<file path="config.mk">
export PLATFORM = sky130hd
export DESIGN_NAME = pid_rate_limited_controller_top
export DESIGN_NICKNAME = d
export VERILOG_FILES = /design/src/hdl/prlc_pkg.sv /design/src/hdl/prlc_csr.sv /design/src/hdl/prlc_mul.sv /design/src/hdl/prlc_div6.sv /design/src/hdl/prlc_core.sv /design/src/hdl/pid_rate_limited_controller_top.sv
export SDC_FILE = /design/constraint.sdc
export NUM_CORES = 2
export LEC_CHECK = 0
export ABC_AREA = 1
export BUFFER_PORTS_ARGS = -buffer_cell sky130_fd_sc_hd__buf_2
export CORE_MARGIN = 2
export CORE_UTILIZATION = 50
export DETAILED_ROUTE_END_ITERATION = 10
export PLACE_DENSITY = 0.66
export SYNTH_ARGS = -nofsm -noshare
export SYNTH_HDL_FRONTEND = slang
export SYNTH_HIERARCHICAL = 1
export SYNTH_SLANG_ARGS = --single-unit
</file>
<file path="constraint.sdc">
create_clock -name clock -period 7.74 [get_ports clock]
set_input_delay 0.774 -clock clock [delete_from_list [all_inputs] [get_ports clock]]
set_output_delay 0.774 -clock clock [all_outputs]
set_load 0.01 [all_outputs]
</file>
<file path="src/hdl/prlc_pkg.sv">
// ---------------------------------------------------------------------------
// prlc_pkg
// Shared constants, register and command codes, configuration record and
// width helpers for the rate-limited PID controller.
// ---------------------------------------------------------------------------
`timescale 1ns / 1ps

package prlc_pkg;

   // default sample width (error, pilot, drive, history)
   localparam int SAMPLE_WIDTH_DEF = 16;

   // fixed field widths
   localparam int GAIN_WIDTH     = 16;
   localparam int ACCUM_WIDTH    = 24;
   localparam int OLIM_WIDTH     = 15;
   localparam int SLIM_WIDTH     = 16;
   localparam int SUMLIM_WIDTH   = 23;
   localparam int CMD_WIDTH      = 2;

   // fraction bits removed after each product
   localparam int FRAC_BITS      = 8;
   localparam int IG_FRAC_BITS   = 12;

   // configuration port
   localparam int CSR_INDEX_WIDTH = 3;
   localparam int CSR_ADDR_WIDTH  = CSR_INDEX_WIDTH + 2;
   localparam int CSR_DATA_WIDTH  = 32;

   localparam logic [CSR_INDEX_WIDTH-1:0] REG_KP          = 3'd0;
   localparam logic [CSR_INDEX_WIDTH-1:0] REG_INT_GAIN    = 3'd1;
   localparam logic [CSR_INDEX_WIDTH-1:0] REG_DER_GAIN    = 3'd2;
   localparam logic [CSR_INDEX_WIDTH-1:0] REG_OUT_LIMIT   = 3'd3;
   localparam logic [CSR_INDEX_WIDTH-1:0] REG_STEP_LIMIT  = 3'd4;
   localparam logic [CSR_INDEX_WIDTH-1:0] REG_ACCUM_LIMIT = 3'd5;

   // request commands
   localparam logic [CMD_WIDTH-1:0] CMD_TRACK = 2'd0;
   localparam logic [CMD_WIDTH-1:0] CMD_ERROR = 2'd1;
   localparam logic [CMD_WIDTH-1:0] CMD_CLEAR = 2'd2;

   typedef struct packed {
      logic signed [GAIN_WIDTH-1:0] kp;
      logic signed [GAIN_WIDTH-1:0] integral_gain;
      logic signed [GAIN_WIDTH-1:0] derivative_gain;
      logic [OLIM_WIDTH-1:0]        output_limit;
      logic [SLIM_WIDTH-1:0]        step_limit;
      logic [SUMLIM_WIDTH-1:0]      accum_limit;
   } cfg_type;

   // derivative numerator e + 3e1 - 3e2 - e3
   function automatic int num_width(input int sw);
      return sw + 3;
   endfunction

   // numerator / 6 can exceed the sample range by a third
   function automatic int deriv_width(input int sw);
      return sw + 1;
   endfunction

   // combined term: error + integral term + derivative term
   function automatic int comb_width(input int sw);
      int itw;
      int dtw;
      itw = GAIN_WIDTH + ACCUM_WIDTH - IG_FRAC_BITS;
      dtw = GAIN_WIDTH + deriv_width(sw) - FRAC_BITS;
      return ((itw > dtw) ? itw : dtw) + 2;
   endfunction

endpackage

</file>
<file path="src/hdl/prlc_csr.sv">
// ---------------------------------------------------------------------------
// prlc_csr
// Configuration register file behind an APB-style port.
// ---------------------------------------------------------------------------
`timescale 1ns / 1ps

module prlc_csr (
   input  logic                                clock,
   input  logic                                reset,
   input  logic                                csr_psel,
   input  logic                                csr_penable,
   input  logic                                csr_pwrite,
   input  logic [prlc_pkg::CSR_ADDR_WIDTH-1:0] csr_paddr,
   input  logic [prlc_pkg::CSR_DATA_WIDTH-1:0] csr_pwdata,
   output logic [prlc_pkg::CSR_DATA_WIDTH-1:0] csr_prdata,
   output logic                                csr_pready,
   output prlc_pkg::cfg_type                   cfg
);
   import prlc_pkg::*;

   cfg_type                    cfg_ff;
   cfg_type                    cfg_in;
   logic [CSR_INDEX_WIDTH-1:0] index;
   logic                       write;

   assign csr_pready = 1'b1;
   assign index      = csr_paddr[CSR_ADDR_WIDTH-1:2];
   assign write      = csr_psel && csr_penable && csr_pwrite && csr_pready;
   assign cfg        = cfg_ff;

   always_comb begin
      cfg_in = cfg_ff;
      if (write) begin
         case (index)
            REG_KP:          cfg_in.kp              = csr_pwdata[GAIN_WIDTH-1:0];
            REG_INT_GAIN:    cfg_in.integral_gain   = csr_pwdata[GAIN_WIDTH-1:0];
            REG_DER_GAIN:    cfg_in.derivative_gain = csr_pwdata[GAIN_WIDTH-1:0];
            REG_OUT_LIMIT:   cfg_in.output_limit    = csr_pwdata[OLIM_WIDTH-1:0];
            REG_STEP_LIMIT:  cfg_in.step_limit      = csr_pwdata[SLIM_WIDTH-1:0];
            REG_ACCUM_LIMIT: cfg_in.accum_limit     = csr_pwdata[SUMLIM_WIDTH-1:0];
            default:         cfg_in = cfg_ff;
         endcase
      end
   end

   always_comb begin
      case (index)
         REG_KP:          csr_prdata = {{(CSR_DATA_WIDTH-GAIN_WIDTH){1'b0}}, cfg_ff.kp};
         REG_INT_GAIN:    csr_prdata = {{(CSR_DATA_WIDTH-GAIN_WIDTH){1'b0}},
                                        cfg_ff.integral_gain};
         REG_DER_GAIN:    csr_prdata = {{(CSR_DATA_WIDTH-GAIN_WIDTH){1'b0}},
                                        cfg_ff.derivative_gain};
         REG_OUT_LIMIT:   csr_prdata = {{(CSR_DATA_WIDTH-OLIM_WIDTH){1'b0}},
                                        cfg_ff.output_limit};
         REG_STEP_LIMIT:  csr_prdata = {{(CSR_DATA_WIDTH-SLIM_WIDTH){1'b0}},
                                        cfg_ff.step_limit};
         REG_ACCUM_LIMIT: csr_prdata = {{(CSR_DATA_WIDTH-SUMLIM_WIDTH){1'b0}},
                                        cfg_ff.accum_limit};
         default:         csr_prdata = '0;
      endcase
   end

   always_ff @(posedge clock) begin
      if (reset) begin
         cfg_ff <= '0;
      end else begin
         cfg_ff <= cfg_in;
      end
   end

endmodule

</file>
<file path="src/hdl/prlc_mul.sv">
// ---------------------------------------------------------------------------
// prlc_mul
// Shared signed multiplier, gain times operand, product registered.
// ---------------------------------------------------------------------------
`timescale 1ns / 1ps

module prlc_mul #(
   parameter int B_WIDTH = prlc_pkg::comb_width(prlc_pkg::SAMPLE_WIDTH_DEF)
) (
   input  logic                                          clock,
   input  logic signed [prlc_pkg::GAIN_WIDTH-1:0]         mul_a,
   input  logic signed [B_WIDTH-1:0]                      mul_b,
   output logic signed [prlc_pkg::GAIN_WIDTH+B_WIDTH-1:0] mul_p
);
   import prlc_pkg::*;

   logic signed [GAIN_WIDTH+B_WIDTH-1:0] product_ff;
   logic signed [GAIN_WIDTH+B_WIDTH-1:0] product_in;

   assign product_in = mul_a * mul_b;
   assign mul_p      = product_ff;

   always_ff @(posedge clock) begin
      product_ff <= product_in;
   end

endmodule

</file>
<file path="src/hdl/prlc_div6.sv">
// ---------------------------------------------------------------------------
// prlc_div6
// Divide by six, truncating toward zero, by multiplying the magnitude with
// a scaled reciprocal. Magnitude and sign are registered on start; the
// quotient is registered in the cycle after that and done rises with it.
// ---------------------------------------------------------------------------
`timescale 1ns / 1ps

module prlc_div6 #(
   parameter int SAMPLE_WIDTH = prlc_pkg::SAMPLE_WIDTH_DEF
) (
   input  logic                                                 clock,
   input  logic                                                 reset,
   input  logic                                                 div_start,
   input  logic signed [prlc_pkg::num_width(SAMPLE_WIDTH)-1:0]   div_num,
   output logic                                                 div_done,
   output logic signed [prlc_pkg::deriv_width(SAMPLE_WIDTH)-1:0] div_quot
);
   import prlc_pkg::*;

   localparam int NW    = num_width(SAMPLE_WIDTH);
   localparam int DW    = deriv_width(SAMPLE_WIDTH);
   // ceil(2^SHIFT / 6) overshoots by at most 5, exact for any NW-bit magnitude
   localparam int SHIFT = NW + 3;
   localparam int RECW  = NW + 1;
   localparam int PRODW = NW + RECW;
   localparam logic [RECW-1:0] RECIP = RECW'(((64'd1 << SHIFT) + 64'd5) / 64'd6);

   logic [NW-1:0]        mag_ff, mag_in;
   logic                 neg_ff, neg_in;
   logic                 busy_ff, busy_in;
   logic                 done_ff, done_in;
   logic signed [DW-1:0] quot_ff, quot_in;
   logic [NW-1:0]        magnitude;
   logic [PRODW-1:0]     product;
   logic [DW-1:0]        quot_mag;

   assign magnitude = div_num[NW-1] ? NW'(-div_num) : NW'(div_num);
   // constant multiply, NW by NW + 1 bits
   assign product   = PRODW'(mag_ff) * PRODW'(RECIP);
   assign quot_mag  = product[SHIFT +: DW];
   assign div_quot  = quot_ff;
   assign div_done  = done_ff;

   always_comb begin
      mag_in  = mag_ff;
      neg_in  = neg_ff;
      busy_in = busy_ff;
      done_in = done_ff;
      quot_in = quot_ff;
      if (div_start) begin
         mag_in  = magnitude;
         neg_in  = div_num[NW-1];
         busy_in = 1'b1;
         done_in = 1'b0;
      end else if (busy_ff) begin
         quot_in = neg_ff ? $signed(-quot_mag) : $signed(quot_mag);
         busy_in = 1'b0;
         done_in = 1'b1;
      end
   end

   always_ff @(posedge clock) begin
      if (reset) begin
         busy_ff <= 1'b0;
         done_ff <= 1'b0;
      end else begin
         busy_ff <= busy_in;
         done_ff <= done_in;
      end
      mag_ff  <= mag_in;
      neg_ff  <= neg_in;
      quot_ff <= quot_in;
   end

endmodule

</file>
<file path="src/hdl/prlc_core.sv">
// ---------------------------------------------------------------------------
// prlc_core
// Sequencer and datapath: error, history, integral sum, output clamp and
// rate limit, with the output register. Products go through the shared
// multiplier, the derivative through the divide-by-six unit.
// ---------------------------------------------------------------------------
`timescale 1ns / 1ps

module prlc_core #(
   parameter int SAMPLE_WIDTH = prlc_pkg::SAMPLE_WIDTH_DEF
) (
   input  logic                                                     clock,
   input  logic                                                     reset,
   input  prlc_pkg::cfg_type                                        cfg,
   input  logic                                                     req_valid,
   output logic                                                     req_ready,
   input  logic [prlc_pkg::CMD_WIDTH-1:0]                           command,
   input  logic signed [SAMPLE_WIDTH-1:0]                           reference,
   input  logic signed [SAMPLE_WIDTH-1:0]                           measured,
   input  logic signed [SAMPLE_WIDTH-1:0]                           pilot,
   output logic                                                     rsp_valid,
   input  logic                                                     rsp_ready,
   output logic [SAMPLE_WIDTH-1:0]                                  drive,
   output logic signed [prlc_pkg::GAIN_WIDTH-1:0]                   mul_a,
   output logic signed [prlc_pkg::comb_width(SAMPLE_WIDTH)-1:0]     mul_b,
   input  logic signed [prlc_pkg::GAIN_WIDTH+prlc_pkg::comb_width(SAMPLE_WIDTH)-1:0] mul_p,
   output logic                                                     div_start,
   output logic signed [prlc_pkg::num_width(SAMPLE_WIDTH)-1:0]      div_num,
   input  logic                                                     div_done,
   input  logic signed [prlc_pkg::deriv_width(SAMPLE_WIDTH)-1:0]    div_quot
);
   import prlc_pkg::*;

   localparam int W    = SAMPLE_WIDTH;
   localparam int NW   = num_width(W);
   localparam int DW   = deriv_width(W);
   localparam int CW   = comb_width(W);
   localparam int PW   = GAIN_WIDTH + CW;
   localparam int RW   = PW - FRAC_BITS + 1;
   localparam int SUMW = ((ACCUM_WIDTH > W) ? ACCUM_WIDTH : W) + 1;

   localparam logic [3:0] S_IDLE = 4'd0;
   localparam logic [3:0] S_NUM  = 4'd1;
   localparam logic [3:0] S_INT  = 4'd2;
   localparam logic [3:0] S_DIV  = 4'd3;
   localparam logic [3:0] S_DER  = 4'd4;
   localparam logic [3:0] S_KP   = 4'd5;
   localparam logic [3:0] S_OUT  = 4'd6;
   localparam logic [3:0] S_LIM  = 4'd7;
   localparam logic [3:0] S_RATE = 4'd8;
   localparam logic [3:0] S_SAT  = 4'd9;

   localparam logic signed [W-1:0] SMAX = {1'b0, {(W-1){1'b1}}};
   localparam logic signed [W-1:0] SMIN = {1'b1, {(W-1){1'b0}}};

   logic [3:0]                    state_ff, state_in;
   logic signed [W-1:0]           e1_ff, e1_in, e2_ff, e2_in, e3_ff, e3_in;
   logic signed [ACCUM_WIDTH-1:0] acc_ff, acc_in;
   logic signed [W-1:0]           last_ff, last_in;
   logic                          rsp_valid_ff, rsp_valid_in;
   logic [W-1:0]                  drive_ff, drive_in;
   logic signed [W-1:0]           err_ff, err_in;
   logic signed [W-1:0]           pilot_ff, pilot_in;
   logic signed [CW-1:0]          comb_ff, comb_in;
   logic signed [RW-1:0]          ret_ff, ret_in;

   logic                          accept;
   logic                          out_free;
   logic signed [W:0]             diff_track;
   logic signed [W-1:0]           err_track, err_new;
   logic signed [NW-1:0]          e0x, e1x, e2x, e3x;
   logic signed [PW-1:0]          prod_ig, prod_fr;
   logic signed [CW-1:0]          int_term, der_term, err_cx;
   logic signed [RW-1:0]          pilot_rx, olim_rx, last_rx, step_rx, diff_rx;
   logic signed [RW-1:0]          smax_rx, smin_rx;
   logic signed [SUMW-1:0]        sum_x, slim_x;

   assign req_ready = (state_ff == S_IDLE);
   assign accept    = req_valid && req_ready;
   assign out_free  = !rsp_valid_ff || rsp_ready;
   assign rsp_valid = rsp_valid_ff;
   assign drive     = drive_ff;

   // tracking error, saturated to the sample range
   assign diff_track = {reference[W-1], reference} - {measured[W-1], measured};
   assign err_track  = (diff_track[W] != diff_track[W-1]) ?
                       (diff_track[W] ? SMIN : SMAX) : diff_track[W-1:0];
   assign err_new    = (command == CMD_ERROR) ? reference : err_track;

   // derivative numerator
   assign e0x     = {{(NW-W){err_ff[W-1]}}, err_ff};
   assign e1x     = {{(NW-W){e1_ff[W-1]}}, e1_ff};
   assign e2x     = {{(NW-W){e2_ff[W-1]}}, e2_ff};
   assign e3x     = {{(NW-W){e3_ff[W-1]}}, e3_ff};
   assign div_num = e0x + (e1x <<< 1) + e1x - (e2x <<< 1) - e2x - e3x;
   assign div_start = (state_ff == S_NUM);

   // multiplier operand selection; the registered product appears in the following cycle
   always_comb begin
      case (state_ff)
         S_NUM: begin
            mul_a = cfg.integral_gain;
            mul_b = {{(CW-ACCUM_WIDTH){acc_ff[ACCUM_WIDTH-1]}}, acc_ff};
         end
         S_DIV: begin
            mul_a = cfg.derivative_gain;
            mul_b = {{(CW-DW){div_quot[DW-1]}}, div_quot};
         end
         default: begin
            mul_a = cfg.kp;
            mul_b = comb_ff;
         end
      endcase
   end

   assign prod_ig  = mul_p >>> IG_FRAC_BITS;
   assign prod_fr  = mul_p >>> FRAC_BITS;
   assign int_term = prod_ig[CW-1:0];
   assign der_term = prod_fr[CW-1:0];
   assign err_cx   = {{(CW-W){err_ff[W-1]}}, err_ff};

   assign pilot_rx = {{(RW-W){pilot_ff[W-1]}}, pilot_ff};
   assign olim_rx  = $signed({{(RW-OLIM_WIDTH){1'b0}}, cfg.output_limit});
   assign last_rx  = {{(RW-W){last_ff[W-1]}}, last_ff};
   assign step_rx  = $signed({{(RW-SLIM_WIDTH){1'b0}}, cfg.step_limit});
   assign diff_rx  = ret_ff - last_rx;
   assign smax_rx  = {{(RW-W){1'b0}}, SMAX};
   assign smin_rx  = {{(RW-W){1'b1}}, SMIN};

   assign sum_x  = {{(SUMW-ACCUM_WIDTH){acc_ff[ACCUM_WIDTH-1]}}, acc_ff}
                 + {{(SUMW-W){err_ff[W-1]}}, err_ff};
   assign slim_x = $signed({{(SUMW-SUMLIM_WIDTH){1'b0}}, cfg.accum_limit});

   always_comb begin
      state_in     = state_ff;
      e1_in        = e1_ff;
      e2_in        = e2_ff;
      e3_in        = e3_ff;
      acc_in       = acc_ff;
      last_in      = last_ff;
      rsp_valid_in = rsp_valid_ff && !rsp_ready;
      drive_in     = drive_ff;
      err_in       = err_ff;
      pilot_in     = pilot_ff;
      comb_in      = comb_ff;
      ret_in       = ret_ff;
      case (state_ff)
         S_IDLE: begin
            if (accept) begin
               case (command)
                  CMD_TRACK, CMD_ERROR: begin
                     err_in   = err_new;
                     pilot_in = pilot;
                     state_in = S_NUM;
                  end
                  CMD_CLEAR: begin
                     // history and sum only; last output is kept
                     e1_in  = '0;
                     e2_in  = '0;
                     e3_in  = '0;
                     acc_in = '0;
                  end
                  default: state_in = S_IDLE;
               endcase
            end
         end
         S_NUM: state_in = S_INT;
         S_INT: begin
            comb_in  = err_cx + int_term;
            state_in = S_DIV;
         end
         S_DIV: begin
            if (div_done) begin
               state_in = S_DER;
            end
         end
         S_DER: begin
            comb_in  = comb_ff + der_term;
            state_in = S_KP;
         end
         S_KP: state_in = S_OUT;
         S_OUT: begin
            ret_in   = $signed(prod_fr[RW-1:0]) + pilot_rx;
            state_in = S_LIM;
         end
         S_LIM: begin
            if (ret_ff > olim_rx) begin
               ret_in = olim_rx;
            end else if (ret_ff < -olim_rx) begin
               ret_in = -olim_rx;
            end
            state_in = S_RATE;
         end
         S_RATE: begin
            if (diff_rx > step_rx) begin
               ret_in = last_rx + step_rx;
            end else if (diff_rx < -step_rx) begin
               ret_in = last_rx - step_rx;
            end
            state_in = S_SAT;
         end
         S_SAT: begin
            if (out_free) begin
               if (ret_ff > smax_rx) begin
                  last_in = SMAX;
               end else if (ret_ff < smin_rx) begin
                  last_in = SMIN;
               end else begin
                  last_in = ret_ff[W-1:0];
               end
               drive_in     = last_in;
               rsp_valid_in = 1'b1;
               e3_in        = e2_ff;
               e2_in        = e1_ff;
               e1_in        = err_ff;
               if (sum_x > slim_x) begin
                  acc_in = slim_x[ACCUM_WIDTH-1:0];
               end else if (sum_x < -slim_x) begin
                  acc_in = ACCUM_WIDTH'(-slim_x);
               end else begin
                  acc_in = sum_x[ACCUM_WIDTH-1:0];
               end
               state_in = S_IDLE;
            end
         end
         default: state_in = S_IDLE;
      endcase
   end

   always_ff @(posedge clock) begin
      if (reset) begin
         state_ff     <= S_IDLE;
         e1_ff        <= '0;
         e2_ff        <= '0;
         e3_ff        <= '0;
         acc_ff       <= '0;
         last_ff      <= '0;
         rsp_valid_ff <= 1'b0;
      end else begin
         state_ff     <= state_in;
         e1_ff        <= e1_in;
         e2_ff        <= e2_in;
         e3_ff        <= e3_in;
         acc_ff       <= acc_in;
         last_ff      <= last_in;
         rsp_valid_ff <= rsp_valid_in;
      end
      drive_ff <= drive_in;
      err_ff   <= err_in;
      pilot_ff <= pilot_in;
      comb_ff  <= comb_in;
      ret_ff   <= ret_in;
   end

endmodule

</file>
<file path="src/hdl/pid_rate_limited_controller_top.sv">
// ---------------------------------------------------------------------------
// pid_rate_limited_controller_top
// PID step with feedforward, output clamp and per-sample rate limit.
//
//   channel  dir  handshake             payload
//   req_     in   tvalid/tready         tuser: command; tdata: reference,
//                                       measured, pilot
//   rsp_     out  tvalid/tready         tdata: drive
//   csr_     in   APB psel/penable      six gain and limit registers
//
// A track or direct-error request takes the accept cycle and nine sequencer
// steps, set by the three dependent products on the shared multiplier and
// the limit stages; the divide by six runs beside the integral product.
// Its response is registered in the SAT step when the output is free.
// Clear and unused commands finish in the accept cycle and give no response.
// Synchronous reset clears registers, history, sum and last output.
// A stalled response holds in the output register; the next request is
// taken meanwhile, and a later result waits only for that register.
// ---------------------------------------------------------------------------
`timescale 1ns / 1ps

module pid_rate_limited_controller_top #(
   parameter int SAMPLE_WIDTH = prlc_pkg::SAMPLE_WIDTH_DEF
) (
   input  logic                                clock,
   input  logic                                reset,
   // requests
   input  logic                                req_tvalid,
   output logic                                req_tready,
   // [1:0] command
   input  logic [prlc_pkg::CMD_WIDTH-1:0]      req_tuser,
   // reference, measured, pilot (SAMPLE_WIDTH each), zero pad
   input  logic [((3*SAMPLE_WIDTH+7)/8)*8-1:0] req_tdata,
   // responses
   output logic                                rsp_tvalid,
   input  logic                                rsp_tready,
   // drive (SAMPLE_WIDTH), zero pad
   output logic [((SAMPLE_WIDTH+7)/8)*8-1:0]   rsp_tdata,
   // configuration
   input  logic                                csr_psel,
   input  logic                                csr_penable,
   input  logic                                csr_pwrite,
   input  logic [prlc_pkg::CSR_ADDR_WIDTH-1:0] csr_paddr,
   input  logic [prlc_pkg::CSR_DATA_WIDTH-1:0] csr_pwdata,
   output logic [prlc_pkg::CSR_DATA_WIDTH-1:0] csr_prdata,
   output logic                                csr_pready
);
   import prlc_pkg::*;

   localparam int W       = SAMPLE_WIDTH;
   localparam int NW      = num_width(W);
   localparam int DW      = deriv_width(W);
   localparam int CW      = comb_width(W);
   localparam int RSP_TDW = ((W + 7) / 8) * 8;

   cfg_type                     cfg;
   logic signed [GAIN_WIDTH-1:0] mul_a;
   logic signed [CW-1:0]         mul_b;
   logic signed [GAIN_WIDTH+CW-1:0] mul_p;
   logic                         div_start;
   logic signed [NW-1:0]         div_num;
   logic                         div_done;
   logic signed [DW-1:0]         div_quot;
   logic [W-1:0]                 drive;

   assign rsp_tdata = RSP_TDW'(drive);

   prlc_csr u_csr (
      .clock       (clock),
      .reset       (reset),
      .csr_psel    (csr_psel),
      .csr_penable (csr_penable),
      .csr_pwrite  (csr_pwrite),
      .csr_paddr   (csr_paddr),
      .csr_pwdata  (csr_pwdata),
      .csr_prdata  (csr_prdata),
      .csr_pready  (csr_pready),
      .cfg         (cfg)
   );

   prlc_mul #(
      .B_WIDTH (CW)
   ) u_mul (
      .clock (clock),
      .mul_a (mul_a),
      .mul_b (mul_b),
      .mul_p (mul_p)
   );

   prlc_div6 #(
      .SAMPLE_WIDTH (W)
   ) u_div6 (
      .clock     (clock),
      .reset     (reset),
      .div_start (div_start),
      .div_num   (div_num),
      .div_done  (div_done),
      .div_quot  (div_quot)
   );

   prlc_core #(
      .SAMPLE_WIDTH (W)
   ) u_core (
      .clock     (clock),
      .reset     (reset),
      .cfg       (cfg),
      .req_valid (req_tvalid),
      .req_ready (req_tready),
      .command   (req_tuser),
      .reference (req_tdata[W-1:0]),
      .measured  (req_tdata[2*W-1:W]),
      .pilot     (req_tdata[3*W-1:2*W]),
      .rsp_valid (rsp_tvalid),
      .rsp_ready (rsp_tready),
      .drive     (drive),
      .mul_a     (mul_a),
      .mul_b     (mul_b),
      .mul_p     (mul_p),
      .div_start (div_start),
      .div_num   (div_num),
      .div_done  (div_done),
      .div_quot  (div_quot)
   );

endmodule

</file>
## Word level (Yosys, flattened, before mapping)

Cells that the tools add are included.

- Flip-flop bits (word level): 397
- Input port bits: 94
- Logic and storage cells: 143
- Output and inout port bits: 51

- Add/sub/neg operators: 18
- $lt $le $gt $ge: 8
- Multiply operators: 2
- Equal/unequal tests: 24
- Muxes and demuxes: 38
- Reduce and logical (&&, ||, !) cells: 27
- Bitwise gates (word level): 1

Operators by type and width:

| operator | number |
|---|---|
| 16-bit 2-to-1 mux | 10 |
| 39-bit 2-to-1 mux | 4 |
| 23-bit case mux with 6 select lines | 1 |
| 16-bit case mux with 2 select lines | 4 |
| 24-bit 2-to-1 mux | 5 |
| 30-bit case mux with 2 select lines | 2 |
| 39-bit case mux with 3 select lines | 1 |
| 39-bit less-than comparator | 2 |
| 24-bit case mux with 2 select lines | 1 |
| 16-bit by 30-bit multiplier with 46-bit output | 1 |
| 4-bit case mux with 10 select lines | 1 |
| 38-bit by 16-bit adder with 39-bit output | 1 |
| 39-bit by 16-bit greater-than comparator with 1-bit output | 1 |
| 39-bit by 16-bit greater-than comparator with 1-bit output (second input constant) | 1 |
| 39-bit by 17-bit greater-than comparator with 1-bit output | 1 |
| 39-bit by 16-bit less-than comparator with 1-bit output (second input constant) | 1 |
| 19-bit by 20-bit multiplier with 39-bit output (second input constant) | 1 |
| 15-bit negation with 39-bit output | 1 |
| 16-bit negation with 39-bit output | 1 |
| 39-bit by 16-bit subtractor with 39-bit output | 1 |
| 19-bit by 16-bit subtractor with 19-bit output | 2 |
| 16-bit by 17-bit adder with 18-bit output | 2 |
| 16-bit by 30-bit adder with 30-bit output | 1 |
| 30-bit adder | 1 |
| other kinds (41) | 71 |

## Longest topological paths before layout

- Depth in word-level cells: 7
- Gate-level depth with buffers: 42
- Mapped depth without buffers: 42

## Modules after synthesis

Netlist, hierarchy kept.

Modules (own cells, without submodules):

| module | times used | area each (µm²) | cells an instance | seq. area each (µm²) |
|---|---|---|---|---|
| prlc_core | 1 | 27248.6 | 4010 | 5375.2 |
| prlc_mul | 1 | 19572.5 | 2651 | 920.9 |
| prlc_div6 | 1 | 8624.5 | 1142 | 1151.1 |
| prlc_csr | 1 | 5133.7 | 827 | 2042.0 |

## Worst setup path after synthesis

OpenSTA, ideal clock, no wires.

- Path kind: flip-flop to flip-flop
- Start: register u_core.state_ff[0]
- End: register u_mul.product_ff[45] (netlist: u_mul/mul_p[45])
- Path slack: 725 ps
- Clock period less this slack: 7015 ps
- Path buffers: 2
- Setup time: 113 ps
- Cell stages (with the launch flop): 27
- Data arrival time: 6902 ps
- Path through: dfxtp_1 -> inv_1 -> nor2_1 -> nand2_1 -> clkinv_1 -> clkbuf_1 -> nand2_1 -> nand3_1 -> clkbuf_1 -> nand2_1 -> inv_1 -> fa_1 -> fa_1 -> inv_1 -> fa_1 -> inv_1 -> fa_1 -> inv_1 -> fa_1 -> fa_1 -> inv_1 -> ha_1 -> nand3_1 -> nor3_4 -> nand3b_4 -> nand3_1 -> nand2_1

- Word-level cells in the longest chain between the ends: 3
- Elaborated cells on any way between the ends: 5

RTL lines:

| element | RTL line | text |
|---|---|---|
| start, declared | prlc_core.sv:56 | `logic [3:0] state_ff, state_in;` |
| start signal, assigned | prlc_core.sv:240 | `state_ff <= state_in;` |
| 4-bit by 1-bit equality test with 1-bit output | n/a |  |
| named net div_start | pid_rate_limited_controller_top.sv:60 | `logic div_start;` |
| 16-bit case mux with 2 select lines | prlc_core.sv:100 | `case (state_ff)` |
| named net mul_a[1] | pid_rate_limited_controller_top.sv:57 | `logic signed [GAIN_WIDTH-1:0] mul_a;` |
| 16-bit by 30-bit multiplier with 46-bit output | prlc_mul.sv:20 | `assign product_in = mul_a * mul_b;` |
| named net u_mul.product_in[45] | prlc_mul.sv:18 | `logic signed [GAIN_WIDTH+B_WIDTH-1:0] product_in;` |
| end signal, assigned | prlc_mul.sv:24 | `product_ff <= product_in;` |
| end, declared | prlc_mul.sv:17 | `logic signed [GAIN_WIDTH+B_WIDTH-1:0] product_ff;` |

The timed path passes the listed nets, and every way through them passes these cells.
A chain may end at the register's enable or synchronous reset.

## Final worst setup path

- Start: register u_core.state_ff[1]
- End: register u_mul.product_ff[45] (netlist: u_mul/mul_p[45])

- Word-level cells in the longest chain between the ends: 3
- Elaborated cells on any way between the ends: 5

RTL lines:

| element | RTL line | text |
|---|---|---|
| 4-bit by 2-bit equality test with 1-bit output or 4-bit by 1-bit equality test with 1-bit output (tied branches) | prlc_core.sv:100 |  |
| 30-bit case mux with 2 select lines (*) | prlc_core.sv:100 |  |
| named net mul_b[29] | pid_rate_limited_controller_top.sv:58 | `logic signed [CW-1:0] mul_b;` |
| 16-bit by 30-bit multiplier with 46-bit output (*) | prlc_mul.sv:20 |  |
| named net u_mul.product_in[45] | prlc_mul.sv:18 |  |

Mark *: on every way through the listed nets, which the timed path passes. The rest lies on a longest branch.

==> qor.csv <==
metric,value,unit
hold-path-cell-count,1,
fillers,11900,
worstRegToRegCells,24,
grt_max_degree,98,
cp_max_fo,10,
post-route-min-period,7.24,ns
worst_clock_skew,0.0166,ns
clockRootBuffer,clkbuf_16,
clock_path_buffers,3,
die_y,352,um
syn2layout_area_growth,6.82,%
cts_num_sinks,389,
numCtsBuffers,51,
clock_latency,0.65,ns
path_class,reg -> reg,
worstMarginPinSlew,1.26,ns
hold_path.class,in -> reg,
fp.dieW,352,um
status,completed,
io_buffer_count,123,
cts_tree,done,
fin_crit_sh,93.6,%
setup.worst_path.start_class,register,
timing.max_slew.rel_slack,15.7,%
data_arrival_critical_path,7.78,ns
cts_repair_resize_count,0,
num_antenna_cells,0,
synth_cell_area,60400,um2
hold_start,req_tdata[33],
core.rowCount,127,
yosysWarnings,6,
number_of_buffers_added_for_setup_after_cts,0,
drive_gt1_share,5.76,%
route.detailed.wl_per_inst,18.3,um
first_global_vias,52800,
floorplan.die_area,124000,um2
syn-mean-instance-area,7.01,um2
floorplan.initialDensity,50.4,%
drcViolationCount,0,
ant_nets,0,
synthCells,8617,
average_vias_per_placed_instance,5.33,
routed_wirelength,188,mm
timing.fmax,138,MHz
global_route.usage.total,30.3,%
antenna_found_initial,3,
hold_violations,0,
fin_cells,10300,
end_of_the_worst_hold_path,u_core/pilot_ff[1],
clkSlewWorstSetupHoldPaths,0.06,ns
cts_htree_levels,2,
end_kind,register,
finalMaxSlewViolations,0,
first_pass_iters,6,
placed_cells_incl_taps,10200,
top_level_ports,145,
worst-r2r-setup-slack,0.50,ns
hpwl,154,mm
drt-initial-drc-count,4476,
reg2reg_from,u_core/state_ff[1],
finish.net_count,9980,
cts-hold-fix-buffers,0,
global_route.overflow_total,0,
gp_routability_congestion,0.976,
core_area,120000,um2
grt_first_pass_wirelength,291,mm
vias_after_detailed_routing,54900,
setup-violations-final,0,
cp_data_required_time,8.28,ns
r2r-end,u_mul/mul_p[45],
finalSetupTns,0,ns
timing.max_cap.violations,0,
unrepaired_setup_endpoints_after_global_routing,false,
worst max-delay path, cell delays in order, from the launching register on:
cell and delay (ns):
dfxtp_1 0.42, nand2_1 0.15, nor2_2 0.29, nand2_1 0.30, nand2_1 0.20, inv_1 0.14, nand2_1 0.46, nand2_1 0.19
inv_1 0.17, fa_1 0.51, fa_1 0.63, inv_1 0.23, fa_1 0.46, fa_1 0.59, fa_1 0.45, fa_1 0.49
inv_1 0.04, ha_1 0.49, nand2_1 0.12, inv_1 0.10, nand3_1 0.16, nor3_4 0.29, nand3b_4 0.11, nand3_1 0.09
nand2_1 0.06
sequential cells by signal, summed over array words and instances (netlist names), 16 cells and up:
register         flops
u_core/acc_ff       24
u_core/comb_ff      30
u_core/drive        16
u_core/e1_ff        16
u_core/e2_ff        16
u_core/e3_ff        16
u_core/err_ff       16
u_core/last_ff      16
u_core/pilot_ff     16
u_core/ret_ff       39
u_csr/cfg          102
u_div6/div_quot     17
u_div6/mag_ff       19
u_mul/mul_p         38
placed cells by master, fill, tap and decap left out, types with 49 or more instances in the layout:
master	count
nand3_1	335
clkbuf_16	55
o21ai_0	227
xor2_1	147
buf_2	122
nand4_1	109
buf_4	79
xnor2_1	49
inv_1	1831
fa_1	629
edfxtp_1	154
nor3_1	60
nor2_2	49
dfxtp_1	235
nor2_1	653
a21oi_1	504
nand2_1	2318
ha_1	615
area by class of cell:
type | count | area, um2 | share of cell area, %
Clock buffer | 70 | 1460 | 2.27
Clock inverter | 25 | 295 | 0.458
Inverter | 1865 | 7000 | 10.9
Multi-Input combinational cell | 6127 | 43100 | 66.7
Sequential cell | 389 | 9330 | 14.5
Tap cell | 1612 | 2020 | 3.13
Timing Repair Buffer | 208 | 1340 | 2.08
per-layer routing:
metal	up-vias	GRT usage, %	routed length [um]
met1	26100	40.9	81300
met4	2	10.9	7240
li1	26600	-	-
met3	341	3.60	13500
met5	-	0	15
met2	1837	50.2	86000
how the worst max path moves through the flow:
stage | from | endpoint | cells past startpoint
floorplan | u_core/state_ff[0] | u_mul/mul_p[45] | 26
global placement | u_core/state_ff[1] | u_mul/mul_p[44] | 26
detailed placement | u_core/state_ff[3] | u_mul/mul_p[45] | 25
CTS | u_core/state_ff[3] | u_mul/mul_p[45] | 25
global route | u_core/state_ff[3] | u_mul/mul_p[44] | 27
finish | u_core/state_ff[1] | u_mul/mul_p[45] | 24
stage by stage:
| stage | utilization [%] | worst slack [ns] | hold slack (ns) | area, um2 |
|---|---|---|---|---|
| finish | 53.8 | 0.497 | 0.292 | 64500 |
| global route | 53.8 | 0.0721 | 0.281 | 64500 |
| CTS | 53.8 | 0.555 | 0.264 | 64500 |
| detailed placement | 52.4 | 0.580 | 0.454 | 62700 |
| global placement | 52.4 | 0.730 | 0.448 | 62700 |
| floorplan | - | 0.725 | 0.441 | 60400 |
Power is not shown: default switching activity piles up to over one toggle a cycle in this logic, so the estimate is an artifact.
